$ cat src/rtl/core/mtsp_pkg.sv
package mtsp_pkg;

    // Buffer bound for one partial tag, closing ']' included
    localparam int MAX_TAG_BYTES = 32;
    localparam int ADDR_W        = $clog2(MAX_TAG_BYTES);

    // Tag indexes
    localparam int NUM_TAGS        = 7;
    localparam int TAG_COLOR_OPEN  = 0;
    localparam int TAG_COLOR_CLOSE = 1;
    localparam int TAG_ITALIC_ON   = 2;
    localparam int TAG_ITALIC_OFF  = 3;
    localparam int TAG_BOLD_ON     = 4;
    localparam int TAG_BOLD_OFF    = 5;
    localparam int TAG_BREAK       = 6;

    // Tag text, left-justified: first character in bits 63:56
    localparam logic [NUM_TAGS-1:0][63:0] TAG_TEXT = {
        {"[br]",     32'h0},
        {"[/b]",     32'h0},
        {"[b]",      40'h0},
        {"[/i]",     32'h0},
        {"[i]",      40'h0},
        64'("[/color]"),
        64'("[color:#")
    };
    localparam logic [NUM_TAGS-1:0][3:0] TAG_LEN = {
        4'd4, 4'd4, 4'd3, 4'd4, 4'd3, 4'd8, 4'd8
    };

    // Result kinds
    localparam logic [1:0] KIND_CHAR  = 2'd0;
    localparam logic [1:0] KIND_BREAK = 2'd1;
    localparam logic [1:0] KIND_END   = 2'd2;

    localparam logic [7:0] CHAR_OPEN  = 8'h5B;
    localparam logic [7:0] CHAR_CLOSE = 8'h5D;
    localparam logic [7:0] CHAR_LF    = 8'h0A;
    localparam logic [7:0] CHAR_NUL   = 8'h00;

    localparam logic [31:0] MAGENTA_RGBA      = 32'hFF00FFFF;
    localparam logic [31:0] DEFAULT_COLOR_RST = 32'hFFFFFFFF;
    localparam logic [3:0]  HEX_MAX_DIGITS    = 4'd8;

    // Character at position pos of a left-justified tag string
    function automatic logic [7:0] tag_char(input logic [63:0] s, input logic [2:0] pos);
        return s[{3'd7 - pos, 3'b000} +: 8];
    endfunction

    // {valid, value} of an ASCII hex digit
    function automatic logic [4:0] hex_of(input logic [7:0] c);
        logic [4:0] r;
        r = 5'd0;
        if (c >= "0" && c <= "9")
        begin
            r = {1'b1, 4'(c - "0")};
        end
        else if (c >= "a" && c <= "f")
        begin
            r = {1'b1, 4'(c - "a" + 8'd10)};
        end
        else if (c >= "A" && c <= "F")
        begin
            r = {1'b1, 4'(c - "A" + 8'd10)};
        end
        return r;
    endfunction

endpackage

$ cat src/rtl/core/markup_tag_stream_parser.sv
// Inline tag stripper. Bytes enter on s_axis one item at a time (tlast marks the last
// byte of a message) and text results leave on m_axis with the current color and
// style. Tags [b] [/b] [i] [/i] [br] [/color] and [color:#RRGGBBAA] are removed; a
// partial tag is held in a 32-byte buffer memory and, when the match breaks, is
// replayed as text. While a partial tag is replayed, input is held off: each
// buffered byte takes a buffer read and then a load of the result register, and
// then the byte that broke the match is handled. One result register sits on the
// output, so a byte is taken while the previous result still waits. default_color
// takes effect at the next [/color] or at the next message.
module markup_tag_stream_parser
    import mtsp_pkg::*;
(
    input  logic        clk,
    input  logic        rst_n,
    input  logic        cfg_we,
    input  logic [31:0] cfg_wdata,
    input  logic        s_axis_tvalid,
    output logic        s_axis_tready,
    input  logic [7:0]  s_axis_tdata,   // byte_in
    input  logic        s_axis_tlast,   // end_of_message
    output logic        m_axis_tvalid,
    input  logic        m_axis_tready,
    // char_out[7:0] red[15:8] green[23:16] blue[31:24] alpha[39:32]
    // italic[40] bold[41], zero fill
    output logic [47:0] m_axis_tdata,
    output logic [1:0]  m_axis_tuser,   // kind
    output logic        m_axis_tlast    // last_result
);

    typedef enum logic [1:0] {ST_IN, ST_READ, ST_EMIT, ST_TAIL} state_t;
    typedef enum logic [1:0] {PH_IDLE, PH_MATCH, PH_BODY} phase_t;
    typedef enum logic [2:0] {TL_NONE, TL_CHAR, TL_BREAK, TL_END, TL_PEND} tail_t;

    // {kind, char} for a trailing result
    function automatic logic [9:0] tail_result(input tail_t t, input logic [7:0] ch);
        logic [9:0] r;
        case (t)
            TL_BREAK: r = {KIND_BREAK, CHAR_LF};
            TL_END:   r = {KIND_END, CHAR_NUL};
            default:  r = {KIND_CHAR, ch};
        endcase
        return r;
    endfunction

    // Pending tag bytes
    logic [7:0]        pend_mem [MAX_TAG_BYTES];
    logic [7:0]        rdata_reg;
    logic              mem_we;
    logic [ADDR_W-1:0] mem_waddr;
    logic [7:0]        mem_wdata;

    state_t            state_reg, state_next;
    phase_t            phase_reg, phase_next;
    tail_t             tail_reg, tail_next;
    logic [NUM_TAGS-1:0] cand_reg, cand_next;
    logic [ADDR_W-1:0] count_reg, count_next;
    logic [ADDR_W-1:0] idx_reg, idx_next;
    logic [7:0]        tail_char_reg, tail_char_next;
    logic              eom_reg, eom_next;
    logic [31:0]       default_color_reg, default_color_next;
    logic [31:0]       color_reg, color_next;
    logic              italic_reg, italic_next;
    logic              bold_reg, bold_next;
    logic [31:0]       hex_value_reg, hex_value_next;
    logic [3:0]        hex_digits_reg, hex_digits_next;
    logic              hex_stop_reg, hex_stop_next;

    logic              out_valid_reg, out_valid_next;
    logic [1:0]        out_kind_reg, out_kind_next;
    logic [7:0]        out_char_reg, out_char_next;
    logic [31:0]       out_color_reg, out_color_next;
    logic              out_italic_reg, out_italic_next;
    logic              out_bold_reg, out_bold_next;
    logic              out_last_reg, out_last_next;

    logic [NUM_TAGS-1:0] hit;
    logic [NUM_TAGS-1:0] complete;
    logic [7:0]        c;
    logic              eom;

    assign c   = s_axis_tdata;
    assign eom = s_axis_tlast;

    assign s_axis_tready = (state_reg == ST_IN);
    assign m_axis_tvalid = out_valid_reg;
    assign m_axis_tuser  = out_kind_reg;
    assign m_axis_tlast  = out_last_reg;
    assign m_axis_tdata  = {6'b0, out_bold_reg, out_italic_reg, out_color_reg[7:0],
                            out_color_reg[15:8], out_color_reg[23:16],
                            out_color_reg[31:24], out_char_reg};

    // Prefix match of the next byte against each still-possible tag
    always_comb
    begin
        for (int k = 0; k < NUM_TAGS; k++)
        begin
            hit[k] = cand_reg[k] && (count_reg < ADDR_W'(TAG_LEN[k]))
                     && (tag_char(TAG_TEXT[k], count_reg[2:0]) == c);
            complete[k] = hit[k] && (count_reg == ADDR_W'(TAG_LEN[k] - 4'd1));
        end
    end

    // Sequencer and state update
    always_comb
    begin
        logic       flush;
        logic       out_free;
        logic       ld;
        logic [9:0] res;
        tail_t      tail;
        logic [4:0] hx;

        state_next         = state_reg;
        phase_next         = phase_reg;
        tail_next          = tail_reg;
        cand_next          = cand_reg;
        count_next         = count_reg;
        idx_next           = idx_reg;
        tail_char_next     = tail_char_reg;
        eom_next           = eom_reg;
        default_color_next = cfg_we ? cfg_wdata : default_color_reg;
        color_next         = color_reg;
        italic_next        = italic_reg;
        bold_next          = bold_reg;
        hex_value_next     = hex_value_reg;
        hex_digits_next    = hex_digits_reg;
        hex_stop_next      = hex_stop_reg;
        out_valid_next     = out_valid_reg && !m_axis_tready;
        out_kind_next      = out_kind_reg;
        out_char_next      = out_char_reg;
        out_color_next     = out_color_reg;
        out_italic_next    = out_italic_reg;
        out_bold_next      = out_bold_reg;
        out_last_next      = out_last_reg;
        mem_we             = 1'b0;
        mem_waddr          = count_reg;
        mem_wdata          = c;
        flush              = 1'b0;
        tail               = TL_NONE;
        out_free           = !out_valid_reg || m_axis_tready;
        ld                 = 1'b0;
        res                = {KIND_CHAR, c};
        hx                 = hex_of(c);

        case (state_reg)
            ST_IN:
            begin
                if (s_axis_tvalid)
                begin
                    case (phase_reg)
                        PH_MATCH:
                        begin
                            if (hit == '0)
                            begin
                                flush = 1'b1;
                                tail  = (c == CHAR_OPEN && !eom) ? TL_PEND : TL_CHAR;
                            end
                            else if (complete[TAG_COLOR_OPEN] || complete == '0)
                            begin
                                // prefix grows, or color body starts
                                if (eom)
                                begin
                                    flush = 1'b1;
                                    tail  = TL_CHAR;
                                end
                                else
                                begin
                                    mem_we     = 1'b1;
                                    count_next = count_reg + ADDR_W'(1);
                                    cand_next  = hit;
                                    if (complete[TAG_COLOR_OPEN])
                                    begin
                                        phase_next      = PH_BODY;
                                        hex_value_next  = '0;
                                        hex_digits_next = '0;
                                        hex_stop_next   = 1'b0;
                                    end
                                end
                            end
                            else
                            begin
                                // simple tag complete
                                count_next = '0;
                                phase_next = PH_IDLE;
                                tail       = eom ? TL_END : TL_NONE;
                                if (complete[TAG_COLOR_CLOSE])
                                begin
                                    color_next = default_color_reg;
                                end
                                if (complete[TAG_ITALIC_ON])
                                begin
                                    italic_next = 1'b1;
                                end
                                if (complete[TAG_ITALIC_OFF])
                                begin
                                    italic_next = 1'b0;
                                end
                                if (complete[TAG_BOLD_ON])
                                begin
                                    bold_next = 1'b1;
                                end
                                if (complete[TAG_BOLD_OFF])
                                begin
                                    bold_next = 1'b0;
                                end
                                if (complete[TAG_BREAK])
                                begin
                                    tail = TL_BREAK;
                                end
                            end
                        end
                        PH_BODY:
                        begin
                            if (c == CHAR_CLOSE)
                            begin
                                color_next = (hex_digits_reg != '0) ? hex_value_reg
                                                                    : MAGENTA_RGBA;
                                count_next = '0;
                                phase_next = PH_IDLE;
                                tail       = eom ? TL_END : TL_NONE;
                            end
                            else if (eom || count_reg == ADDR_W'(MAX_TAG_BYTES - 1))
                            begin
                                flush = 1'b1;
                                tail  = (c == CHAR_OPEN && !eom) ? TL_PEND : TL_CHAR;
                            end
                            else
                            begin
                                mem_we     = 1'b1;
                                count_next = count_reg + ADDR_W'(1);
                                if (!hex_stop_reg && hex_digits_reg < HEX_MAX_DIGITS)
                                begin
                                    if (hx[4])
                                    begin
                                        hex_value_next  = {hex_value_reg[27:0], hx[3:0]};
                                        hex_digits_next = hex_digits_reg + 4'd1;
                                    end
                                    else
                                    begin
                                        hex_stop_next = 1'b1;
                                    end
                                end
                            end
                        end
                        default:
                        begin
                            if (c == CHAR_OPEN && !eom)
                            begin
                                mem_we     = 1'b1;
                                mem_waddr  = '0;
                                count_next = ADDR_W'(1);
                                phase_next = PH_MATCH;
                                cand_next  = '1;
                            end
                            else
                            begin
                                tail = TL_CHAR;
                            end
                        end
                    endcase

                    tail_char_next = c;
                    eom_next       = eom;
                    if (flush)
                    begin
                        idx_next   = '0;
                        tail_next  = tail;
                        state_next = ST_READ;
                    end
                    else if (tail != TL_NONE)
                    begin
                        if (out_free)
                        begin
                            ld  = 1'b1;
                            res = tail_result(tail, c);
                            out_last_next = eom;
                        end
                        else
                        begin
                            tail_next  = tail;
                            state_next = ST_TAIL;
                        end
                    end
                end
            end
            ST_READ:
            begin
                state_next = ST_EMIT;
            end
            ST_EMIT:
            begin
                if (out_free)
                begin
                    ld            = 1'b1;
                    res           = {KIND_CHAR, rdata_reg};
                    out_last_next = 1'b0;
                    idx_next      = idx_reg + ADDR_W'(1);
                    state_next    = (idx_reg + ADDR_W'(1) == count_reg) ? ST_TAIL : ST_READ;
                end
            end
            ST_TAIL:
            begin
                if (tail_reg == TL_PEND)
                begin
                    // byte that broke the match opens a new tag
                    mem_we     = 1'b1;
                    mem_waddr  = '0;
                    mem_wdata  = CHAR_OPEN;
                    count_next = ADDR_W'(1);
                    phase_next = PH_MATCH;
                    cand_next  = '1;
                    state_next = ST_IN;
                end
                else if (out_free)
                begin
                    ld            = 1'b1;
                    res           = tail_result(tail_reg, tail_char_reg);
                    out_last_next = eom_reg;
                    count_next    = '0;
                    phase_next    = PH_IDLE;
                    state_next    = ST_IN;
                end
            end
            default:
            begin
                state_next = ST_IN;
            end
        endcase

        // Load the result register from the updated style
        if (ld)
        begin
            out_valid_next  = 1'b1;
            out_kind_next   = res[9:8];
            out_char_next   = res[7:0];
            out_color_next  = color_next;
            out_italic_next = italic_next;
            out_bold_next   = bold_next;
            // end of message: back to defaults after the last result
            if (out_last_next)
            begin
                color_next      = default_color_reg;
                italic_next     = 1'b0;
                bold_next       = 1'b0;
                phase_next      = PH_IDLE;
                count_next      = '0;
                hex_value_next  = '0;
                hex_digits_next = '0;
                hex_stop_next   = 1'b0;
            end
        end
    end

    // Control state and result register
    always_ff @(posedge clk or negedge rst_n)
    begin
        if (!rst_n)
        begin
            state_reg         <= ST_IN;
            phase_reg         <= PH_IDLE;
            tail_reg          <= TL_NONE;
            cand_reg          <= '0;
            count_reg         <= '0;
            idx_reg           <= '0;
            eom_reg           <= 1'b0;
            default_color_reg <= DEFAULT_COLOR_RST;
            color_reg         <= DEFAULT_COLOR_RST;
            italic_reg        <= 1'b0;
            bold_reg          <= 1'b0;
            hex_value_reg     <= '0;
            hex_digits_reg    <= '0;
            hex_stop_reg      <= 1'b0;
            out_valid_reg     <= 1'b0;
            out_last_reg      <= 1'b0;
        end
        else
        begin
            state_reg         <= state_next;
            phase_reg         <= phase_next;
            tail_reg          <= tail_next;
            cand_reg          <= cand_next;
            count_reg         <= count_next;
            idx_reg           <= idx_next;
            eom_reg           <= eom_next;
            default_color_reg <= default_color_next;
            color_reg         <= color_next;
            italic_reg        <= italic_next;
            bold_reg          <= bold_next;
            hex_value_reg     <= hex_value_next;
            hex_digits_reg    <= hex_digits_next;
            hex_stop_reg      <= hex_stop_next;
            out_valid_reg     <= out_valid_next;
            out_last_reg      <= out_last_next;
        end
    end

    // Payload registers
    always_ff @(posedge clk)
    begin
        tail_char_reg  <= tail_char_next;
        out_kind_reg   <= out_kind_next;
        out_char_reg   <= out_char_next;
        out_color_reg  <= out_color_next;
        out_italic_reg <= out_italic_next;
        out_bold_reg   <= out_bold_next;
    end

    // Buffer memory: written while a tag is matched; registered read of the entry at idx_reg, used while replaying
    always_ff @(posedge clk)
    begin
        if (mem_we)
        begin
            pend_mem[mem_waddr] <= mem_wdata;
        end
        rdata_reg <= pend_mem[idx_reg];
    end

endmodule
$ cat config.mk
export PLATFORM = sky130hd
export DESIGN_NAME = markup_tag_stream_parser
export DESIGN_NICKNAME = d
export VERILOG_FILES = /design/src/rtl/core/mtsp_pkg.sv /design/src/rtl/core/markup_tag_stream_parser.sv
export SDC_FILE = /design/constraint.sdc
export NUM_CORES = 1
export LEC_CHECK = 0
export ABC_CLOCK_PERIOD_IN_PS = 4650
export BUFFER_PORTS_ARGS = -buffer_cell sky130_fd_sc_hd__buf_2
export CELL_PAD_IN_SITES_DETAIL_PLACEMENT = 1
export CELL_PAD_IN_SITES_GLOBAL_PLACEMENT = 1
export CORE_ASPECT_RATIO = 1.25
export CORE_UTILIZATION = 47
export DETAILED_ROUTE_END_ITERATION = 16
export PLACE_DENSITY = 0.83
export SLEW_MARGIN = 20
export SYNTH_ARGS = -nofsm -noshare
export SYNTH_HDL_FRONTEND = slang
export SYNTH_SLANG_ARGS = --single-unit
$ cat constraint.sdc
create_clock -name clk -period 4.65 [get_ports clk]
set_clock_uncertainty 0.05 [all_clocks]
set_input_delay 0 -clock clk [delete_from_list [all_inputs] [get_ports clk]]
set_output_delay 0 -clock clk [all_outputs]
set_load 0.01 [all_outputs]
After elaboration in Yosys (flattened, before gate mapping). Memory sizes are Yosys's and may differ from the RTL's. A register that Yosys moved wholly into a read port is not among the register bits. Index checks and enable logic that the tools add are counted.

Flip-flop bits (word level): 182. RAM bits: 256. Input port bits: 46. Output and inout bits: 53. Word-level logic and storage cells: 318. Memories kept: 1.

Add/sub/neg operators: 9. Order comparisons: 10. Eq/ne operators: 37. Shift-type cells: 7. Mux-type cells: 184. Reductions and logical operators: 48.

Memories: pend_mem (words 32, bits a word 8, read ports 1, clocked after memory_dff 1, wr ports 1, line markup_tag_stream_parser.sv:46) `logic [7:0] pend_mem [MAX_TAG_BYTES];`.

Operators by type and width (number): two-way mux 32 bit (21); indexed part select 64 x 7 -> 8 bit (first input constant) (7); case mux 32 bit (2 select lines) (2); two-way mux 5 bit (21); two-way mux 1 bit (62); two-way mux 10 bit (6); equality test 8 bit (7); two-way mux 4 bit (12); two-way mux 2 bit (21); two-way mux 7 bit (6); case mux 10 bit (2 select lines) (2); case mux 5 bit (2 select lines) (4); two-way mux 3 bit (10); case mux 10 bit (3 select lines) (1); case mux 7 bit (2 select lines) (2); logical AND 1 bit (27); two-way mux 8 bit (3); equality test 8 x 7 -> 1 bit (second input constant) (2); greater-or-equal comparator 8 x 7 -> 1 bit (second input constant) (2); less-or-equal comparator 8 x 7 -> 1 bit (second input constant) (2); logical NOT 7 bit (2); equality test 3 x 2 -> 1 bit (second input constant) (4); != test 3 bit (second input constant) (4); subtractor 4 x 1 -> 4 bit (second input constant) (3); other kinds (38) (62).

Logic depth before layout (Yosys ltp). Gate-level depths: netlist of the first run.

Depth in word-level cells: 19. Mapped depth: 17. Gate-level depth less buffers: 13.

Worst setup path after synthesis of the first run. OpenSTA, ideal clock, no wires.

Path type: register to register. From: register count_reg[0]. To: register out_kind_reg[0] (netlist: m_axis_tuser[0]), enable pin. Arrival: 3.987 ns. Setup slack: 0.156 ns. Cell stages (with the launch flop): 14. Buffers on the path: 2. Clock period less this slack: 4.494 ns. Path through: dfrtp_1 buf_1 inv_1 ha_1 clkbuf_1 or3_1 a211oi_1 o211ai_1 o211ai_2 o21ba_2 o21ai_1 or3_1 a31oi_1 inv_1.

Word-level cells in the longest chain between the ends: 17.

RTL lines: start, declared (line markup_tag_stream_parser.sv:56) `logic [ADDR_W-1:0] count_reg, count_next;`; start signal, assigned (line markup_tag_stream_parser.sv:382) `count_reg <= count_next;`; subtractor 3 bit (line mtsp_pkg.sv:47) `return s[{3'd7 - pos, 3'b000} +: 8];`; indexed part select 64 x 7 -> 8 bit (line mtsp_pkg.sv:47); equality test 8 bit (line markup_tag_stream_parser.sv:98) `&& (tag_char(TAG_TEXT[k], count_reg[2:0]) == c);`; logical AND 1 bit (line markup_tag_stream_parser.sv:98); logical AND 1 bit (line markup_tag_stream_parser.sv:99) `complete[k] = hit[k] && (count_reg == ADDR_W'(TAG_LEN[k] - 4'd1));`; logical NOT 7 bit (line markup_tag_stream_parser.sv:158) `else if (complete[TAG_COLOR_OPEN] || complete == '0)`; logical OR 1 bit (line markup_tag_stream_parser.sv:158); two-way mux 3 bit (line markup_tag_stream_parser.sv:158); two-way mux 3 bit (line markup_tag_stream_parser.sv:153) `if (hit == '0)`; case mux 3 bit (2 select lines) (line markup_tag_stream_parser.sv:150) `case (phase_reg)`; two-way mux 3 bit (line markup_tag_stream_parser.sv:148) `if (s_axis_tvalid)`; two-way mux 3 bit (line markup_tag_stream_parser.sv:145) `case (state_reg)`; nonzero test 3 bit (line markup_tag_stream_parser.sv:270) `else if (tail != TL_NONE)`; two-way mux 1 bit (line markup_tag_stream_parser.sv:270); two-way mux 1 bit (*) (line markup_tag_stream_parser.sv:264) `if (flush)`; two-way mux 1 bit (*) (line markup_tag_stream_parser.sv:148); case mux 1 bit (3 select lines) (*) (line markup_tag_stream_parser.sv:145); end signal, assigned (line markup_tag_stream_parser.sv:401) `out_kind_reg <= out_kind_next;`; end, declared (line markup_tag_stream_parser.sv:69) `logic [1:0] out_kind_reg, out_kind_next;`.

Mark *: on every way between the ends. The rest lies on a longest branch, timed or not. The select of a mux whose other input is x is not followed. A chain may end at the register's enable or synchronous reset.

Final worst setup path of the first run.
From: register count_reg[1]. To: register color_reg[5].

Word-level cells in the longest chain between the ends: 19.

RTL lines: subtractor 3 bit (line mtsp_pkg.sv:47); indexed part select 64 x 7 -> 8 bit (line mtsp_pkg.sv:47); equality test 8 bit (line markup_tag_stream_parser.sv:98); logical AND 1 bit (line markup_tag_stream_parser.sv:98); logical AND 1 bit (line markup_tag_stream_parser.sv:99); logical NOT 7 bit (line markup_tag_stream_parser.sv:158); logical OR 1 bit (line markup_tag_stream_parser.sv:158); two-way mux 3 bit (line markup_tag_stream_parser.sv:158); [... 4 more ...]; nonzero test 3 bit (line markup_tag_stream_parser.sv:270); two-way mux 1 bit (line markup_tag_stream_parser.sv:270); two-way mux 1 bit (line markup_tag_stream_parser.sv:264); two-way mux 1 bit (line markup_tag_stream_parser.sv:148); case mux 1 bit (3 select lines) (line markup_tag_stream_parser.sv:145); two-way mux 32 bit (line markup_tag_stream_parser.sv:340) `if (out_last_next)`; two-way mux 32 bit (*) (line markup_tag_stream_parser.sv:331) `if (ld)`; named net color_next[5] (line markup_tag_stream_parser.sv:61) `logic [31:0] color_reg, color_next;`; end signal, assigned (line markup_tag_stream_parser.sv:386) `color_reg <= color_next;`; end, declared (line markup_tag_stream_parser.sv:61).

The timed path passes the listed nets; every way through them passes the cells marked *. The select of a mux whose other input is x is not followed.

==> results of run 1 <==
-- cells in the final DEF (no fill, tap or decap), drive strengths merged, types with 6 or more instances in the layout --
cell	synthesis	final
a21oi	47	47
a22o	40	40
a22oi	49	49
a31oi	6	6
and2	10	10
and3	7	7
buf	43	167
clkbuf	71	55
clkinv	0	24
conb	1	6
dfrtp	66	66
dfstp	64	64
dfxtp	8	8
dlygate4sd3	0	44
edfxtp	308	308
ha	22	22
inv	23	25
mux2	81	81
mux2i	8	8
mux4	80	80
nand2	139	139
nand2b	14	14
nand3	47	47
nand4	11	11
nor2	107	107
nor2b	14	14
nor3	19	19
o2111ai	26	26
o211ai	7	7
o21ai	35	35
or3	36	36
xnor2	16	16
xor2	11	11
-- worst max-delay path by stage --
| stage | slack, ps | depth (start not counted) | endpoint |
|---|---|---|---|
| floorplan | 160 | 13 | m_axis_tuser[0] |
| global placement | 410 | 14 | color_reg[0] |
| detailed placement | 240 | 14 | color_reg[20] |
| CTS | 270 | 14 | color_reg[20] |
| global route | 20 | 16 | color_reg[5] |
| finish | 240 | 15 | color_reg[5] |
-- per-layer routing --
layer,global-route usage [%],vias up,part of all wire [%]
met5,0,-,0
met4,9.531,0,3.1
met3,3.839,125,4.6
met2,46.90,472,54
met1,31.46,7167,39
li1,-,6055,-
-- area by class of cell --
class	count	area, µm²	area share [%]
Tap cell	565	706.9	2.950
Sequential cell	446	12750	53.19
Multi-Input combinational cell	924	7408	30.91
Inverter	23	86.33	0.3603
Timing Repair Buffer	212	1540	6.427
Clock inverter	28	250.2	1.044
Clock buffer	54	1222	5.101
Antenna cell	1	2.502	0.01044
-- power by group through the flow --
stage               sequential [µW]  clock (µW)  combinational, µW
CTS                            5550        3650               3680
finish                         5540        3600               3750
global route                   5610        3800               4010
floorplan                      5450           0               2500
detailed placement             5610           0               3610
global placement               5570           0               3430
-- repair_timing --
item / in CTS / in global routing
setup buffers: 0 / 3
hold endpoints to repair: 138 / 0
gates resized for setup: 0 / 5
hold buffers: 44 / 0
endpoints found under the setup margin: 0 / 19
-- synthesized netlist by cell type, types with 7 or more instances --
library cell / n
a21oi_1: 47
a22o_1: 40
a22oi_1: 47
and2_1: 10
and3_1: 7
buf_1: 14
buf_2: 10
buf_4: 18
clkbuf_1: 71
dfrtp_1: 66
dfstp_2: 64
dfxtp_1: 8
edfxtp_1: 308
ha_1: 22
inv_1: 22
mux2_1: 30
mux2_2: 50
mux2i_1: 8
mux4_2: 80
nand2_1: 139
nand2b_1: 14
nand3_1: 47
nand4_1: 11
nor2_1: 107
nor2b_1: 14
nor3_1: 17
o2111ai_1: 26
o21ai_0: 33
or3_1: 36
xnor2_1: 16
xor2_1: 11
-- critical path, cell delays in order (launching register included) --
cell and delay [ps]:
dfrtp_1 490, inv_1 140, ha_2 260, nor2b_1 200, mux2_4 330, o31ai_2 200, a22oi_2 150, o211ai_2 300
o21ba_2 230, o21ai_1 130, or3_1 470, a41o_1 270, a311oi_4 290, buf_4 210, buf_6 270, mux2_1 360
-- per-stage QoR --
step                      hold WS (ps)  area [µm²]  setup slack [ps]  power [µW]
after floorplan                 -345.6       20710             156.0        7959
after global placement           88.27       21970             408.9        8994
after detailed placement         98.90       21970             241.5        9218
after CTS                        28.24       23880             265.1       12880
after global routing             76.44       23960             19.99       13410
final                            23.29       23960             236.0       12890
-- logic make-up (layout without fill, tap and decap cells) --
family                     Yosys count  count (layout)  synth area share [%]
AOI/OAI and AO/OA                  274             274                 9.713
xor gates and xnor gates            27              27                 1.143
adders and majority gates           22              22                 1.331
buffers and inverters              137             317                 2.909
DFF                                446             446                 61.59
muxes                              169             169                 13.52
other                                1               7               0.01813
and+or+nand+nor                    426             426                 9.768
==> impl_metrics.csv, run 1 <==
group,metric,value,unit
status,status,"finished, final reports clean",
sta,min_period_over_period,94.92,%
power,power_frac_comb,29.1,%
synth,synth_seq_cells,446,
cells_and_area,drive_above_1_share,27.50,%
placement,port_buffers,92,
cells_and_area,nNetsFinal,1721,
setup_path,r2r-start,"count_reg[1]",
clock_network,ctsHtreeMaxLevel,2,
sta,fmax,226.6,MHz
synth,syn_area,20690,µm²
sta,fin_setup_tns,0,ps
drt,drtIter0Drc,1116,
power,clockPowerShare,28.0,%
cells_and_area,largest_reg_flops,256,
synth,synth.distinct_cells,75,
setup_path,start_kind,"flip-flop",
clock_network,cts_buffers,46,
floorplan,io_pins,99,
power,switchingPower,4166,µW
power,pwr_density_cell,537.9,nW/µm²
power,power.share.switching,32.32,%
floorplan,die_h,236.6,µm
cells_and_area,final_cells,2253,
floorplan,chipWidth,189.7,µm
synth,netlist_instances,1502,
global_routing,grt_pass1_vias,14880,
clock_network,cts_tree,"yes",
drt,via_count,13820,
cells_and_area,syn_to_final_growth,15.84,%
synth,yosysWarnings,0,
placement,dp_hpwl,37.44,mm
floorplan,die_area,44860,µm²
power,intPower,8725,µW
cells_and_area,final_core_util,55.36,%
setup_path,endpoint_kind,"flip-flop",
synth,synth_async_sr_flop_share,29.15,%
floorplan,initial_core_util,47.79,%
drt,drc_errors,0,
sta,drv_slew,0,
sta,min_period,4414,ps
power,power_frac_seq,43.0,%
cells_and_area,fill_cells,4175,
placement,dp.cells,2121,
clock_network,clockBufferDepth,3,
global_routing,grt.total_usage,26.05,%
setup_path,crit_arrival,4880,ps
drt,drt_first_pass_iters,5,
placement,gp_congestion,0.8797,
synth,ys.flop_type,"edfxtp_1",
hold_path,min_path_type,"in2async",
clock_network,clock_latency,610,ps
setup_path,cp_max_fo,17,
synth,ys_seq_area_share,61.59,%
synth,synth_edf_count,308,
floorplan,num_rows,85,
setup_path,r2r_end,"color_reg[5]",
clock_network,clock-sinks,446,
setup_path,worstPathRequired,5120,ps
sta,finalSetupViolations,0,
synth,netlist.top_cell.by_area,"edfxtp_1",
setup_path,crit_start,"count_reg[1]",
sta,hold_viol,0,
global_routing,grt_max_degree,87,
drt,wl_per_cell,25.69,µm
floorplan,core,43290,µm²
job,drv_cap,0,
clock_network,clk_pin_slew,60,ps
power,vdd_drop_max,0.4420,mV
drt,via_per_inst,6.134,
global_routing,antenna_found_initial,1,
synth,synth_area_leaders,"edfxtp_1 (45%), mux4_2 (8.7%), dfstp_2 (8.1%)",
cells_and_area,regMostFlops,"pend_mem",
sta,worstMarginPinSlew,1039,ps
setup_path,reg2reg_depth,15,
drt,wl,57.88,mm
setup_path,r2r_slack,240,ps
power,p_leak,0.008533,µW
sta,slew_headroom,30.73,%
clock_network,ctsRootBufferMaster,"clkbuf_16",
synth,synth_area_per_cell,13.77,µm²
global_routing,grt_pass1_wl,89.00,mm
setup_path,path_class,"reg2reg",
drt,ant_nets,0,
global_routing,grt_overflow,0,
sta,rsz0062_at_grt,"no",
synth,synth_top_area_share,44.71,%
Power figures use the tool's default switching activity.
==> inputs of run 2 (changes only) <==
- BUFFER_PORTS_ARGS: -buffer_cell sky130_fd_sc_hd__buf_2 -> unset
- CORE_MARGIN: unset -> 3
- CORE_UTILIZATION: 47 -> 48
- DONT_BUFFER_PORTS: unset -> 1
- PLACE_DENSITY: 0.83 -> 0.82
==> run 2 against run 1 <==
Sequential share of layout area increased by 0.49 points; non-clock buffer count down 67; highest routed layer unchanged; critical path depth is 2 lower; via count fell by 0.20%; design area shrank 0.91%.
==> impl_metrics.csv, run 2 (same netlist as run 1, synthesis figures left out) <==
group,metric,value,unit
cells_and_area,largest_reg_flops,256,
job,drv_cap,0,
drt,drtIter0Drc,1322,
setup_path,crit_arrival,4880,ps
power,vdd_drop_max,0.4103,mV
floorplan,initial_core_util,48.84,%
cells_and_area,regMostFlops,"pend_mem",
setup_path,r2r_slack,210,ps
setup_path,max_stage_delay,510,ps
status,status,"finished, final reports clean",
sta,worstMarginPinSlew,1106,ps
drt,via_per_inst,6.315,
setup_path,cp_max_fo,39,
sta,slew_headroom,26.24,%
global_routing,grt.total_usage,26.25,%
cells_and_area,final_common_cell,"edfxtp_1",
global_routing,grt_overflow,0,
setup_path,worstPathRequired,5090,ps
power,p_total,12620,µW
global_routing,grt_max_degree,131,
hold_path,min_path_type,"in2reg",
setup_path,path_class,"reg2reg",
setup_path,crit_chain,"buf_4, ha_1, mux2i_1, xnor2_1, nand2_1, nand4bb_1, o211a_1, and2_1, a22oi_2, a31oi_1, a311oi_4, clkbuf_16, mux2_1",
placement,dp_hpwl,36.08,mm
cells_and_area,mostFrequentLayoutCells,"edfxtp_1 (308), nand2_1 (136), nor2_1 (102), mux4_2 (80), dlygate4sd3_1 (80)",
setup_path,crit_start,"count_reg[0]",
placement,port_buffers,0,
clock_network,clock-sinks,446,
floorplan,num_rows,84,
global_routing,grt_pass1_vias,14840,
sta,min_period,4439,ps
floorplan,chipWidth,191.7,µm
drt,wl_per_cell,27.42,µm
cells_and_area,final_core_util,56.06,%
drt,via_count,13790,
sta,rsz0062_at_grt,"no",
floorplan,die_h,238.1,µm
clock_network,cts_tree,"yes",
power,p_leak,0.008221,µW
placement,dp.cells,2012,
setup_path,start_kind,"flip-flop",
drt,wl,59.89,mm
clock_network,clockBufferDepth,3,
cells_and_area,drive_above_1_share,21.78,%
sta,holdWs,24.52,ps
drt,drc_errors,0,
sta,finalSetupViolations,0,
setup_path,endpoint_kind,"flip-flop",
floorplan,io_pins,99,
cells_and_area,final_cells,2184,
drt,ant_nets,0,
floorplan,die_area,45640,µm²
sta,fmax,225.3,MHz
sta,hold_viol,0,
floorplan,core,42360,µm²
global_routing,grt_pass1_wl,91.06,mm
clock_network,ctsHtreeMaxLevel,2,
power,pwr_density_cell,531.3,nW/µm²
clock_network,clock_latency,600,ps
cells_and_area,nNetsFinal,1653,
global_routing,antenna_found_initial,2,
cells_and_area,syn_to_final_growth,14.78,%
setup_path,cp_slowest_cell,"ha_1",
sta,drv_slew,0,
hold_path,worstHoldStart,"s_axis_tdata[2]",
placement,gp_congestion,0.9034,
sta,fin_setup_tns,0,ps
clock_network,ctsRootBufferMaster,"clkbuf_16",
setup_path,r2r-start,"count_reg[0]",
clock_network,cts_buffers,45,
sta,min_period_over_period,95.46,%
drt,drt_first_pass_iters,5,
clock_network,clk_pin_slew,70,ps
[run 2: changes by cell type in the layout (fill, tap and decap cells not counted), sizes merged]
cell and change:
clkinvlp +1, diode +3, dlygate4sd3 +36, clkbuf +12, clkinv -11, bufinv -1
buf -103
[run 2: path summary, 6_finish.rpt]
kind,endpoint,depth (start not counted)
min,hex_value_reg[0],6
min in group asynchronous,tail_reg[0],2
min reg2reg,hex_value_reg[30],2
max,color_reg[14],13
max in group asynchronous,italic_reg,2
max reg2reg,color_reg[14],13
[run 2: stage by stage]
| stage | setup slack, ps | cell area [µm²] |
|---|---|---|
| 2_1_floorplan | 156.0 | 20710 |
| 3_3_place_gp | 443.8 | 21390 |
| 3_5_place_dp | 248.5 | 21420 |
| 4_1_cts | 221.6 | 23650 |
| 5_1_grt | 6.044 | 23740 |
| 6_report | 211.1 | 23750 |
[run 2: metal layers]
metal  vias up  track usage [%]  part of all wire (%)
met5         -                0                     0
met4         0            12.28                   5.2
met3       164            5.084                   6.3
met2       593            45.62                    51
met1      7106            31.40                    37
li1       5929                -                     -
[run 2: critical path, delay by kind of cell (launching register included)]
kind | cells | cell delay [ps]
xor+xnor | 1 | 240
flops | 1 | 350
simple gates | 3 | 590
compound gates | 4 | 1430
fa+ha+maj | 1 | 510
mux | 2 | 580
buf+inv | 2 | 590
[run 2: power by group]
part           internal [µW]  switching [µW]
Clock                   1930            1590
Sequential              5080             664
Combinational           1510            1840
Total                   8520            4090
[run 2: timing repair]
| item | CTS | global route |
|---|---|---|
| buffers inserted | 0 | 3 |
| endpoints found under the hold margin | 254 | 20 |
| gates resized for setup | 0 | 8 |
| setup endpoints to repair | 0 | 178 |
| hold buffers | 80 | 1 |
[run 2: layout make-up]
class	count	area, µm²
Clock buffer	66	1236
Clock inverter	17	181.4
Sequential cell	446	12750
Antenna cell	4	10.01
Fill cell	4052	18610
Inverter	23	88.84
Tap cell	559	699.4
Multi-Input combinational cell	924	7416
Timing Repair Buffer	145	1366
==> inputs of run 3 (changes only) <==
--- a/constraint.sdc
+++ b/constraint.sdc
@@ -4,2 +4,2 @@
 set_output_delay 0 -clock clk [all_outputs]
-set_load 0.01 [all_outputs]
+set_load 0.005 [all_outputs]
==> run 3 against run 2 <==
The run now ends with hold timing left; first-iteration DRC count down 11%; worst setup slack worse by 140 ps; die area unchanged; via count up 0.43%; design area about the same; global-route usage up 0.095 points; wire length up 0.61%; sequential share of layout area down 0.054 points; critical path type unchanged; clock power up 2%; power about the same; worst hold slack worse by 96 ps.
==> impl_metrics.csv, run 3 (same netlist as run 1, synthesis figures left out) <==
group,metric,value,unit
cells_and_area,final_common_cell,"edfxtp_1",
sta,finalSetupViolations,0,
drt,drt_first_pass_iters,5,
status,status,"finished with violations",
clock_network,clock-sinks,446,
cells_and_area,fin_area,23770,µm²
floorplan,initial_core_util,48.84,%
global_routing,grt_overflow,0,
setup_path,worstPathRequired,5110,ps
power,vdd_drop_max,0.3668,mV
floorplan,die_h,238.1,µm
drt,wl,60.25,mm
floorplan,num_rows,84,
sta,fmax,218.2,MHz
status,violations,"hold timing",
sta,worstMarginPinSlew,1132,ps
setup_path,crit_arrival,5040,ps
setup_path,path_class,"reg2reg",
setup_path,r2r-start,"count_reg[0]",
sta,min_period,4582,ps
drt,wl_per_cell,27.62,µm
global_routing,grt_max_degree,131,
drt,drtIter0Drc,1183,
sta,min_period_over_period,98.54,%
setup_path,r2r_slack,70,ps
floorplan,io_pins,99,
cells_and_area,fill_cells,4054,
cells_and_area,syn_to_final_growth,14.90,%
sta,holdWs,-71.11,ps
global_routing,antenna_found_initial,1,
drt,drc_errors,0,
sta,drv_slew,0,
drt,via_per_inst,6.351,
cells_and_area,mostFrequentLayoutCells,"edfxtp_1 (308), nand2_1 (136), nor2_1 (102), mux4_2 (80), dlygate4sd3_1 (80)",
clock_network,cts_tree,"yes",
placement,place_area,21420,µm²
floorplan,die_area,45640,µm²
setup_path,start_kind,"flip-flop",
clock_network,ctsHtreeMaxLevel,2,
placement,dp_hpwl,36.04,mm
power,p_leak,0.008221,µW
cells_and_area,nNetsFinal,1650,
drt,via_count,13850,
clock_network,cts_buffers,45,
clock_network,ctsRootBufferMaster,"clkbuf_16",
power,p_total,12610,µW
floorplan,chipWidth,191.7,µm
sta,hold_viol,3,
cells_and_area,largest_reg_flops,256,
setup_path,r2r_end,"color_reg[20]",
hold_path,min_path_type,"in2async",
sta,slew_headroom,24.51,%
placement,gp_congestion,0.9034,
setup_path,cp_max_fo,39,
cells_and_area,drive_above_1_share,21.99,%
global_routing,grt_pass1_vias,14810,
global_routing,grt_pass1_wl,91.75,mm
setup_path,endpoint_kind,"flip-flop",
clock_network,clockBufferDepth,3,
clock_network,clk_pin_slew,70,ps
drt,ant_nets,0,
setup_path,reg2reg_depth,13,
global_routing,grt.total_usage,26.34,%
cells_and_area,regMostFlops,"pend_mem",
floorplan,core,42360,µm²
job,drv_cap,0,
clock_network,clock_latency,610,ps
power,pwr_density_cell,530.7,nW/µm²
placement,port_buffers,0,
clock_network,cts_setup_buffers,0,
-- run 3: cell types whose count changed in the layout (fill, tap and decap cells not counted), sizes merged --
cell / delta
clkinv: -4
buf: -3
clkbuf: +3
clkinvlp: +3
diode: -1
inv: -1
-- run 3: what timing repair did --
item	in CTS	in global routing
gates resized for setup	0	7
hold buffers	80	1
endpoints found under the hold margin	252	20
setup endpoints to repair	0	157
-- run 3: where the power goes --
group	switching, µW	total, µW	internal (µW)
logic	1840	3350	1510
clock network	1590	3590	2010
registers	595	5670	5080
total	4020	12600	8590
-- run 3: cell type report --
class	instances	area [µm²]	area share, %
repair buffers	142	1344	5.654
multi-input cells	924	7418	31.21
diodes	3	7.507	0.03158
flip-flops and latches	446	12750	53.63
clock inverters	15	170.2	0.7159
clock buffers	69	1296	5.453
well taps	559	699.4	2.943
inverters	23	86.33	0.3632
-- run 3: critical path, stage by stage (launching register included) --
cell and delay (ps):
dfrtp_1 350, buf_4 240, ha_2 380, o22ai_1 120, a2111oi_0 630, o211ai_1 280
o211ai_2 220, o21ba_2 230, o21ai_1 120, or3_1 450, a41o_1 260, a311oi_4 400
clkbuf_16 350, mux2_1 390
-- run 3: how the worst max path moves through the flow --
stage | depth (start not counted) | start | endpoint | slack (ps)
6_report | 13 | count_reg[0] | color_reg[20] | 70
5_1_grt | 13 | count_reg[0] | pend_mem[17][4] | -80
4_1_cts | 13 | count_reg[0] | pend_mem[18][2] | 210
3_5_place_dp | 13 | count_reg[0] | pend_mem[18][2] | 270
3_3_place_gp | 14 | count_reg[0] | color_reg[0] | 440
2_1_floorplan | 13 | count_reg[0] | m_axis_tuser[0] | 160
-- run 3: layer usage --
| metal | wire length [µm] | up-vias | track usage (%) | part of all wire (%) |
|---|---|---|---|---|
| li1 | - | 5909 | - | - |
| met1 | 22420 | 7171 | 31.72 | 37 |
| met2 | 30970 | 589 | 45.77 | 51 |
| met3 | 3710 | 182 | 4.893 | 6.2 |
| met4 | 3148 | 0 | 12.24 | 5.2 |
| met5 | 0 | - | 0 | 0 |
-- run 3: per-stage QoR --
stage | util (%) | setup slack (ps) | setup TNS, ps | instances
after floorplan | - | 156.0 | 0 | 1507
after global placement | 50.49 | 443.8 | 0 | 2010
after detailed placement | 50.57 | 269.9 | 0 | 2012
after CTS | 55.96 | 214.3 | 0 | 2176
after global routing | 56.11 | -82.39 | -870.8 | 2180
final | 56.12 | 67.75 | 0 | 2181
